File: config.mk
export PLATFORM = sky130hd
export DESIGN_NAME = rssi_sweep_average_peak_hold
export DESIGN_NICKNAME = d
export VERILOG_FILES = /design/src/sv/rssa_pkg.sv /design/src/sv/rssa_cell.sv /design/src/sv/rssa_update.sv /design/src/sv/rssi_sweep_average_peak_hold.sv
export SDC_FILE = /design/constraint.sdc
export NUM_CORES = 2
export LEC_CHECK = 0
export ABC_AREA = 1
export BUFFER_PORTS_ARGS = -buffer_cell sky130_fd_sc_hd__buf_4
export CAP_MARGIN = 10
export CORE_ASPECT_RATIO = 0.8
export CORE_MARGIN = 2
export CORE_UTILIZATION = 35
export CTS_BUF_LIST = sky130_fd_sc_hd__clkbuf_2
export DETAILED_ROUTE_END_ITERATION = 16
export PLACE_DENSITY_LB_ADDON = 0.08
export SYNTH_ARGS = -nofsm -noshare
export SYNTH_HDL_FRONTEND = slang
export SYNTH_SLANG_ARGS = --single-unit
File: constraint.sdc
create_clock -name clock -period 15.72 [get_ports clock]
set_clock_uncertainty 0.1 [all_clocks]
set_input_delay 2.358 -clock clock [delete_from_list [all_inputs] [get_ports clock]]
set_output_delay 2.358 -clock clock [all_outputs]
set_load 0.01 [all_outputs]
File: src/sv/rssa_pkg.sv
// Shared types and constants for the RSSI sweep averager with peak hold.
`timescale 1ns / 1ps

package rssa_pkg;

   // Number of channel bins in one sweep (2 to 128).
   localparam int BINS  = 100;
   localparam int BIN_W = (BINS > 2) ? $clog2(BINS) : 1;

   // Port field widths.
   localparam int RAW_W   = 7;
   localparam int CHAN_W  = 7;
   localparam int MEAN_W  = 12;
   localparam int LEVEL_W = 8;
   localparam int SHIFT_W = 3;
   localparam int SWEEP_W = 8;
   localparam int CSR_W   = 8;
   localparam int CSR_IDX_W = 2;

   // Register reset values.
   localparam logic [LEVEL_W-1:0] LOW_CLAMP_RST   = 8'hB0;  // -80 dBm
   localparam logic [LEVEL_W-1:0] HIGH_CLAMP_RST  = 8'hCE;  // -50 dBm
   localparam logic [SHIFT_W-1:0] IIR_SHIFT_RST   = 3'd1;
   localparam logic [SWEEP_W-1:0] SWEEP_LIMIT_RST = 8'd25;

   typedef enum logic [CSR_IDX_W-1:0] {
      CSR_LOW_CLAMP   = 2'd0,
      CSR_HIGH_CLAMP  = 2'd1,
      CSR_IIR_SHIFT   = 2'd2,
      CSR_SWEEP_LIMIT = 2'd3
   } csr_index_type;

   // Contents of one bin: IIR mean (4 fraction bits) and peak in whole dBm.
   typedef struct packed {
      logic [MEAN_W-1:0]  mean;
      logic [LEVEL_W-1:0] peak;
   } bin_type;

   // Settings the update unit sees.
   typedef struct packed {
      logic [LEVEL_W-1:0] low_clamp;
      logic [LEVEL_W-1:0] high_clamp;
      logic [SHIFT_W-1:0] iir_shift;
      logic               first_sweep;
   } upd_ctrl_type;

endpackage

File: src/sv/rssa_cell.sv
// One bin cell of the rotating chain: holds a mean and a peak, loads from its neighbor.
`timescale 1ns / 1ps

module rssa_cell (
   input  logic              clock,
   input  logic              reset,
   input  logic              shift_en,
   input  rssa_pkg::bin_type bin_in,
   output rssa_pkg::bin_type bin_out
);

   logic [rssa_pkg::MEAN_W-1:0]  mean_ff;
   logic [rssa_pkg::LEVEL_W-1:0] peak_ff;

   // Mean starts at zero; peak is written in the first sweep before any read.
   always_ff @(posedge clock) begin
      if (reset) begin
         mean_ff <= '0;
      end else if (shift_en) begin
         mean_ff <= bin_in.mean;
      end
   end

   always_ff @(posedge clock) begin
      if (shift_en) begin
         peak_ff <= bin_in.peak;
      end
   end

   assign bin_out.mean = mean_ff;
   assign bin_out.peak = peak_ff;

endmodule

File: src/sv/rssa_update.sv
// Clamp a raw reading and fold it into one bin's IIR mean and peak.
`timescale 1ns / 1ps

module rssa_update (
   input  logic [rssa_pkg::RAW_W-1:0] rssi_raw,
   input  rssa_pkg::upd_ctrl_type     ctrl,
   input  rssa_pkg::bin_type          bin_old,
   output rssa_pkg::bin_type          bin_new
);

   logic signed [rssa_pkg::LEVEL_W-1:0]  reading;
   logic signed [rssa_pkg::LEVEL_W-1:0]  level;
   logic signed [rssa_pkg::MEAN_W-1:0]   target;
   logic signed [rssa_pkg::MEAN_W:0]     diff;
   logic signed [rssa_pkg::MEAN_W:0]     step;
   logic signed [rssa_pkg::MEAN_W:0]     sum;

   always_comb begin
      reading = -$signed({1'b0, rssi_raw});
      priority if (reading < $signed(ctrl.low_clamp)) begin
         level = $signed(ctrl.low_clamp);
      end else if (reading > $signed(ctrl.high_clamp)) begin
         level = $signed(ctrl.high_clamp);
      end else begin
         level = reading;
      end

      // Step toward level*16; the arithmetic shift rounds toward minus infinity.
      target = $signed({level, 4'b0000});
      diff   = (rssa_pkg::MEAN_W+1)'(target) - (rssa_pkg::MEAN_W+1)'($signed(bin_old.mean));
      step   = diff >>> ctrl.iir_shift;
      sum    = (rssa_pkg::MEAN_W+1)'($signed(bin_old.mean)) + step;
      bin_new.mean = sum[rssa_pkg::MEAN_W-1:0];

      if (ctrl.first_sweep || (level > $signed(bin_old.peak))) begin
         bin_new.peak = level;
      end else begin
         bin_new.peak = bin_old.peak;
      end
   end

endmodule

File: src/sv/rssi_sweep_average_peak_hold.sv
// Top level of the RSSI sweep averager with peak hold.
`timescale 1ns / 1ps
//
// Usage:
//   Feed one raw RSSI reading per req_ transaction (req_rssi_raw = n means -n dBm)
//   for the channel named by the previous rsp_next_channel (channel 0 after reset).
//   Each reading yields one rsp_ transaction: the bin it updated, that bin's new
//   IIR mean (4 fraction bits), its peak, the next channel to tune and the sweep
//   number the reading fell in.
//   The response is registered; throughput is one reading per cycle unless a
//   held response stalls the input. The bins live in a ring of cells that
//   rotates by one place per transaction, so the bin being tuned always sits
//   at the head cell, and one read-modify-write of it per cycle sets the rate.
//   The response sits in an output register; a new request is taken while the
//   receiver takes the held response, and req_ready drops only while a response
//   waits with rsp_ready low.
//   Reset (synchronous) clears all means, the channel and sweep counters, the
//   response valid, and loads the registers with their defaults. The csr_
//   port must be written only while the block is idle; it does not enforce this.
//
module rssi_sweep_average_peak_hold (
   input  logic                              clock,
   input  logic                              reset,
   input  logic                              csr_wen,
   input  logic [rssa_pkg::CSR_IDX_W-1:0]    csr_index,
   input  logic [rssa_pkg::CSR_W-1:0]        csr_wdata,
   input  logic                              req_valid,
   output logic                              req_ready,
   input  logic [rssa_pkg::RAW_W-1:0]        req_rssi_raw,
   output logic                              rsp_valid,
   input  logic                              rsp_ready,
   output logic [rssa_pkg::CHAN_W-1:0]       rsp_bin_index,
   output logic signed [rssa_pkg::MEAN_W-1:0] rsp_mean_level,
   output logic signed [rssa_pkg::LEVEL_W-1:0] rsp_peak_level,
   output logic [rssa_pkg::CHAN_W-1:0]       rsp_next_channel,
   output logic [rssa_pkg::SWEEP_W-1:0]      rsp_sweep_index
);

   localparam int BINS  = rssa_pkg::BINS;
   localparam int BIN_W = rssa_pkg::BIN_W;

   // Configuration registers.
   logic [rssa_pkg::LEVEL_W-1:0] low_clamp_ff;
   logic [rssa_pkg::LEVEL_W-1:0] high_clamp_ff;
   logic [rssa_pkg::SHIFT_W-1:0] iir_shift_ff;
   logic [rssa_pkg::SWEEP_W-1:0] sweep_limit_ff;

   // Counters.
   logic [BIN_W-1:0]             bin_ff;
   logic [BIN_W-1:0]             bin_in;
   logic [rssa_pkg::SWEEP_W-1:0] sweep_ff;
   logic [rssa_pkg::SWEEP_W-1:0] sweep_in;
   logic [BIN_W:0]               bin_inc;
   logic [rssa_pkg::SWEEP_W:0]   sweep_inc;

   // Output register.
   logic                         rsp_valid_ff;
   logic [rssa_pkg::CHAN_W-1:0]  rsp_bin_ff;
   logic [rssa_pkg::MEAN_W-1:0]  rsp_mean_ff;
   logic [rssa_pkg::LEVEL_W-1:0] rsp_peak_ff;
   logic [rssa_pkg::CHAN_W-1:0]  rsp_next_ff;
   logic [rssa_pkg::SWEEP_W-1:0] rsp_sweep_ff;

   logic                         accept;
   rssa_pkg::upd_ctrl_type       upd_ctrl;
   rssa_pkg::bin_type            chain [BINS];
   rssa_pkg::bin_type            bin_new;

   // Take a request whenever the output register is empty or being emptied.
   assign req_ready = !rsp_valid_ff || rsp_ready;
   assign accept    = req_valid && req_ready;

   // Registers load only on a write; codes beyond the list do not exist at this width.
   always_ff @(posedge clock) begin
      if (reset) begin
         low_clamp_ff   <= rssa_pkg::LOW_CLAMP_RST;
         high_clamp_ff  <= rssa_pkg::HIGH_CLAMP_RST;
         iir_shift_ff   <= rssa_pkg::IIR_SHIFT_RST;
         sweep_limit_ff <= rssa_pkg::SWEEP_LIMIT_RST;
      end else if (csr_wen) begin
         unique case (csr_index)
            rssa_pkg::CSR_LOW_CLAMP:   low_clamp_ff   <= csr_wdata;
            rssa_pkg::CSR_HIGH_CLAMP:  high_clamp_ff  <= csr_wdata;
            rssa_pkg::CSR_IIR_SHIFT:   iir_shift_ff   <= csr_wdata[rssa_pkg::SHIFT_W-1:0];
            rssa_pkg::CSR_SWEEP_LIMIT: sweep_limit_ff <= csr_wdata;
            default:                   ;
         endcase
      end
   end

   // Advance the channel; on wrap advance the sweep and drop it to zero past the limit.
   always_comb begin
      bin_inc   = {1'b0, bin_ff} + (BIN_W+1)'(1);
      sweep_inc = {1'b0, sweep_ff} + (rssa_pkg::SWEEP_W+1)'(1);
      bin_in    = bin_inc[BIN_W-1:0];
      sweep_in  = sweep_ff;
      if (bin_inc >= (BIN_W+1)'(BINS)) begin
         bin_in = '0;
         if (sweep_inc > {1'b0, sweep_limit_ff}) begin
            sweep_in = '0;
         end else begin
            sweep_in = sweep_inc[rssa_pkg::SWEEP_W-1:0];
         end
      end
   end

   always_ff @(posedge clock) begin
      if (reset) begin
         bin_ff   <= '0;
         sweep_ff <= '0;
      end else if (accept) begin
         bin_ff   <= bin_in;
         sweep_ff <= sweep_in;
      end
   end

   // Head cell holds the bin being tuned; update it and send it to the tail.
   assign upd_ctrl.low_clamp   = low_clamp_ff;
   assign upd_ctrl.high_clamp  = high_clamp_ff;
   assign upd_ctrl.iir_shift   = iir_shift_ff;
   assign upd_ctrl.first_sweep = (sweep_ff == '0);

   rssa_update u_update (
      .rssi_raw (req_rssi_raw),
      .ctrl     (upd_ctrl),
      .bin_old  (chain[0]),
      .bin_new  (bin_new)
   );

   // Rotate the ring by one cell per transaction.
   for (genvar i = 0; i < BINS; i++) begin : g_cell
      rssa_pkg::bin_type cell_in;
      if (i == BINS - 1) begin : g_tail
         assign cell_in = bin_new;
      end else begin : g_body
         assign cell_in = chain[i+1];
      end
      rssa_cell u_cell (
         .clock    (clock),
         .reset    (reset),
         .shift_en (accept),
         .bin_in   (cell_in),
         .bin_out  (chain[i])
      );
   end

   // Output register: hold while stalled, load on every accepted request.
   always_ff @(posedge clock) begin
      if (reset) begin
         rsp_valid_ff <= 1'b0;
      end else if (accept) begin
         rsp_valid_ff <= 1'b1;
      end else if (rsp_ready) begin
         rsp_valid_ff <= 1'b0;
      end
   end

   always_ff @(posedge clock) begin
      if (accept) begin
         rsp_bin_ff   <= rssa_pkg::CHAN_W'(bin_ff);
         rsp_mean_ff  <= bin_new.mean;
         rsp_peak_ff  <= bin_new.peak;
         rsp_next_ff  <= rssa_pkg::CHAN_W'(bin_in);
         rsp_sweep_ff <= sweep_ff;
      end
   end

   assign rsp_valid        = rsp_valid_ff;
   assign rsp_bin_index    = rsp_bin_ff;
   assign rsp_mean_level   = $signed(rsp_mean_ff);
   assign rsp_peak_level   = $signed(rsp_peak_ff);
   assign rsp_next_channel = rsp_next_ff;
   assign rsp_sweep_index  = rsp_sweep_ff;

endmodule

==> results by group <==
Synth
  – Leading register cell type out of synthesis: sky130_fd_sc_hd__dfxtp_1
  – Post-synthesis instance area: 70200 sq um
  – Register bit total from synthesis: 2077
  – Cells after Synth: 6717
  – EDFF count, synth: 834
  – Count of unique library cells instantiated by Yosys: 48
  – Net count after synthesis: 6797
  – Fraction of registers with async set/reset: 0%
  – Register area share after synthesis: 71.1%
  – Avg Inst Size Synth: 10.5 sq um
  – Warning count from the yosys run: 0

Die
  – Effective utilization at floorplan: between 30% and 40%
  – Die area: between 200000 and 250000 sq um
  – Area of the placeable core: between 150000 and 200000 sq um
  – Die height: 405 um
  – Die span in x: slightly above 500 um
  – Number of top-level design ports: 66
  – Number of placement rows: 147

Detailed routing
  – Drt initial violations: 3531
  – Total detailed-routing wirelength: 130000 um
  – Drt first pass iters: 5
  – Count of antenna-violating nets left after detailed routing: 0
  – Average detailed-routed wire length per instance: 13.0 um
  – Vias post-DR: 44800
  – Vias per inst: 4.47
  – DRC violation count after routing: 0

Pwr
  – Pwr per Cell Area: 138 nW/um^2
  – Lkg Pwr: 0.0309 uW
  – Maximum vdd drop: approximately 0.075 mV
  – Sequential share of power: between 50% and 60%
  – Cell internal power dissipation: 7810 uW
  – Power share of the combinational group: 8.4%
  – Share of total power in the clock network: 33.9%
  – NetSw: 2900 uW
  – Switching part of the total power: between 20% and 30%

Flow run
  – Number of max-capacitance violations reported: 0

Place
  – Weighted congestion reported at the end of routability-driven placement: 0.713
  – Placed inst area: just over 70000 sq um
  – DP Wirelength: 63100 um
  – Quantity of I/O buffers inserted on ports: 65

STA
  – Final-layout setup total negative slack: 0 ns
  – Final critical delay including setup and external delays: 7.11 ns
  – Worst Tran Pin Value: ~1.1 ns
  – RSZ-0062 raised after global routing: no
  – Max-slew headroom: 23.5%
  – Share of the clock period used by the worst path after layout: 45.2%
  – Hold violation total from the final report: 0
  – Highest achievable clock rate: 141 MHz
  – Number of setup violations in the final report: 0
  – Number of max-slew violations in the final report: 0

Critical path
  – Largest fanout on the critical path: 9
  – Delay of the slowest cell on the worst path: 0.45 ns
  – CP most frequent cell: sky130_fd_sc_hd__nand2_1
  – Buf+Inv Stages, Crit Path: 3
  – Largest delay share family, worst path: simple AND/OR/NAND/NOR gates
  – Required time at the worst-slack endpoint: 17.18 ns
  – Arrival time worst endpoint: approximately 8.6 ns
  – Slowest-stage cell, CP: sky130_fd_sc_hd__xor2_1
  – Startpoint type of the worst setup path: primary input
  – Category of the critical setup timing path: in -> reg
  – Critical Path Sink Type: flip-flop

Clocking
  – Register clock-pin slew on the reported worst setup and hold paths: 0.09 ns
  – Number of levels the H-tree was split into: 6
  – Clock tree from TritonCTS: yes
  – Buffers inserted during post-CTS setup optimization: 0
  – Worst-Skew Late Latency: ~1.7 ns
  – Sinks on Clock Net: ~2100
  – # hold bufs at CTS: 0
  – Maximum buffer depth of the clock tree: 4
  – Clock root buffer: sky130_fd_sc_hd__clkbuf_2
  – Number of buffers inserted during clock tree synthesis: 553
  – Total of cells resized after clock tree synthesis: 0

Final layout
  – Layout cell share with drive strength beyond 1: 13.5%
  – Number of fillers in the final layout: 20100
  – P&R area growth vs syn: 10.3%
  – Total Nets Final: around 7000
  – Area taken by flip-flops and latches: about 50000 sq um
  – Area of the multi-input gates: 18100 sq um
  – Final instance area: between 70000 and 80000 sq um

GRT
  – Via count of the first global-routing pass: 42700
  – Antenna violations before repair: 8
  – First-pass GRT wire length: 217000 um
  – Aggregate global-route resource usage: 12.6%
  – Total congestion overflow after global routing: 0
  – Maximum number of pins on one net before global-route repair: 240

Outcome
  – Run status: finished, final reports clean

Min path
  – Class of the tightest hold or removal check: reg -> reg
[worst register-to-register path: cells and delay by family (launching register included)]
kind,cells,cell delay (ns)
simple gates,18,2.19
compound gates,10,1.46
fa+ha+maj,3,1.06
xor+xnor,2,0.40
flops,1,0.38
buf+inv,3,0.19
[Yosys cell counts (all sizes together), types with 10 or more instances]
| library cell | number | area, sq um |
|---|---|---|
| a21oi | 84 | 424 |
| buf | 108 | 551 |
| clkbuf | 314 | 1180 |
| dfxtp | 1243 | 24900 |
| edfxtp | 834 | 25000 |
| ha | 57 | 713 |
| inv | 130 | 488 |
| nand2 | 164 | 638 |
| nand3 | 55 | 285 |
| nor2 | 2373 | 8920 |
| nor3 | 11 | 60.1 |
| o211ai | 10 | 75.1 |
| o21ai | 1249 | 6250 |
| xnor2 | 10 | 95.1 |
| xor2 | 24 | 210 |
[state kept, by name, summed over array words and instances (netlist names), 8 cells and up]
signal                 flops
g_cell.u_cell.mean_ff   1200
g_cell.u_cell.peak_ff    800
rsp_mean_level            12
high_clamp_ff              8
low_clamp_ff               8
rsp_sweep_index            8
sweep_ff                   8
sweep_limit_ff             8
[metrics by stage]
stage / cells / hold WS (ns) / total power [uW] / util (%) / setup WS (ns)
2_1_floorplan: 6717 / 0.300 / 6990 / - / 2.04
3_3_place_gp: 9077 / 0.300 / 7220 / 36.4 / 6.84
3_5_place_dp: 9077 / 0.305 / 7230 / 36.4 / 6.95
4_1_cts: 10000 / 0.225 / 11000 / 38.7 / 8.96
5_1_grt: 10000 / 0.277 / 11500 / 38.7 / 8.24
6_report: 10000 / 0.245 / 10700 / 38.7 / 8.61
[power by group through the flow]
stage	sequential [uW]	combinational, uW	clock (uW)
global placement	6320	903	0
detailed placement	6320	910	0
floorplan	6310	676	0
global route	6240	1050	4160
finish	6190	895	3630
CTS	6200	914	3880
[kinds of logic after synthesis]
| group | Yosys count | share of synthesized area [%] |
|---|---|---|
| and+or+nand+nor | 2627 | 14.4 |
| DFF | 2077 | 71.1 |
| AOI/OAI and AO/OA | 1366 | 9.88 |
| buffers and inverters | 554 | 3.17 |
| adders and majority gates | 58 | 1.04 |
| xor gates and xnor gates | 34 | 0.435 |
| muxes | 1 | 0.0143 |
[placed cells by master, fill, tap and decap left out, types with 24 or more instances in the layout]
cell type / n
sky130_fd_sc_hd__nand2_1: 158
sky130_fd_sc_hd__ha_1: 57
sky130_fd_sc_hd__inv_1: 125
sky130_fd_sc_hd__dfxtp_1: 1243
sky130_fd_sc_hd__clkinv_1: 65
sky130_fd_sc_hd__clkbuf_2: 844
sky130_fd_sc_hd__buf_4: 92
sky130_fd_sc_hd__a21oi_1: 83
sky130_fd_sc_hd__xor2_1: 24
sky130_fd_sc_hd__edfxtp_1: 834
sky130_fd_sc_hd__nor2_1: 2372
sky130_fd_sc_hd__o21ai_0: 1241
sky130_fd_sc_hd__nand3_1: 53
[cell type report]
class	count	area share, %
well taps	2682	4.33
multi-input cells	4086	23.3
flip-flops and latches	2077	64.5
repair buffers	100	1.10
clock buffers	844	5.45
diodes	13	0.0420
inverters	132	0.659
clock inverters	91	0.636
[metal layers]
layer  vias to the layer above  GRT usage [%]  share of wire, %
met5                         -              0             0.041
met4                         6           5.62               2.6
met3                       276           3.67               4.8
met2                       676           17.2                40
met1                     20800           18.3                52
li1                      23100              -                 -
[final timing paths]
path | from | to | slack [ns] | cells after the start
worst min register to register | g_cell[50].u_cell.peak_ff[2] | g_cell[49].u_cell.peak_ff[2] | 0.24 | 0
worst max register to register | high_clamp_ff[1] | g_cell[99].u_cell.mean_ff[8] | 9.79 | 36
worst max-delay path | req_rssi_raw[0] | g_cell[99].u_cell.mean_ff[8] | 8.61 | 39
worst min-delay path | g_cell[50].u_cell.peak_ff[2] | g_cell[49].u_cell.peak_ff[2] | 0.24 | 0
(Power assumes the default switching activity.)
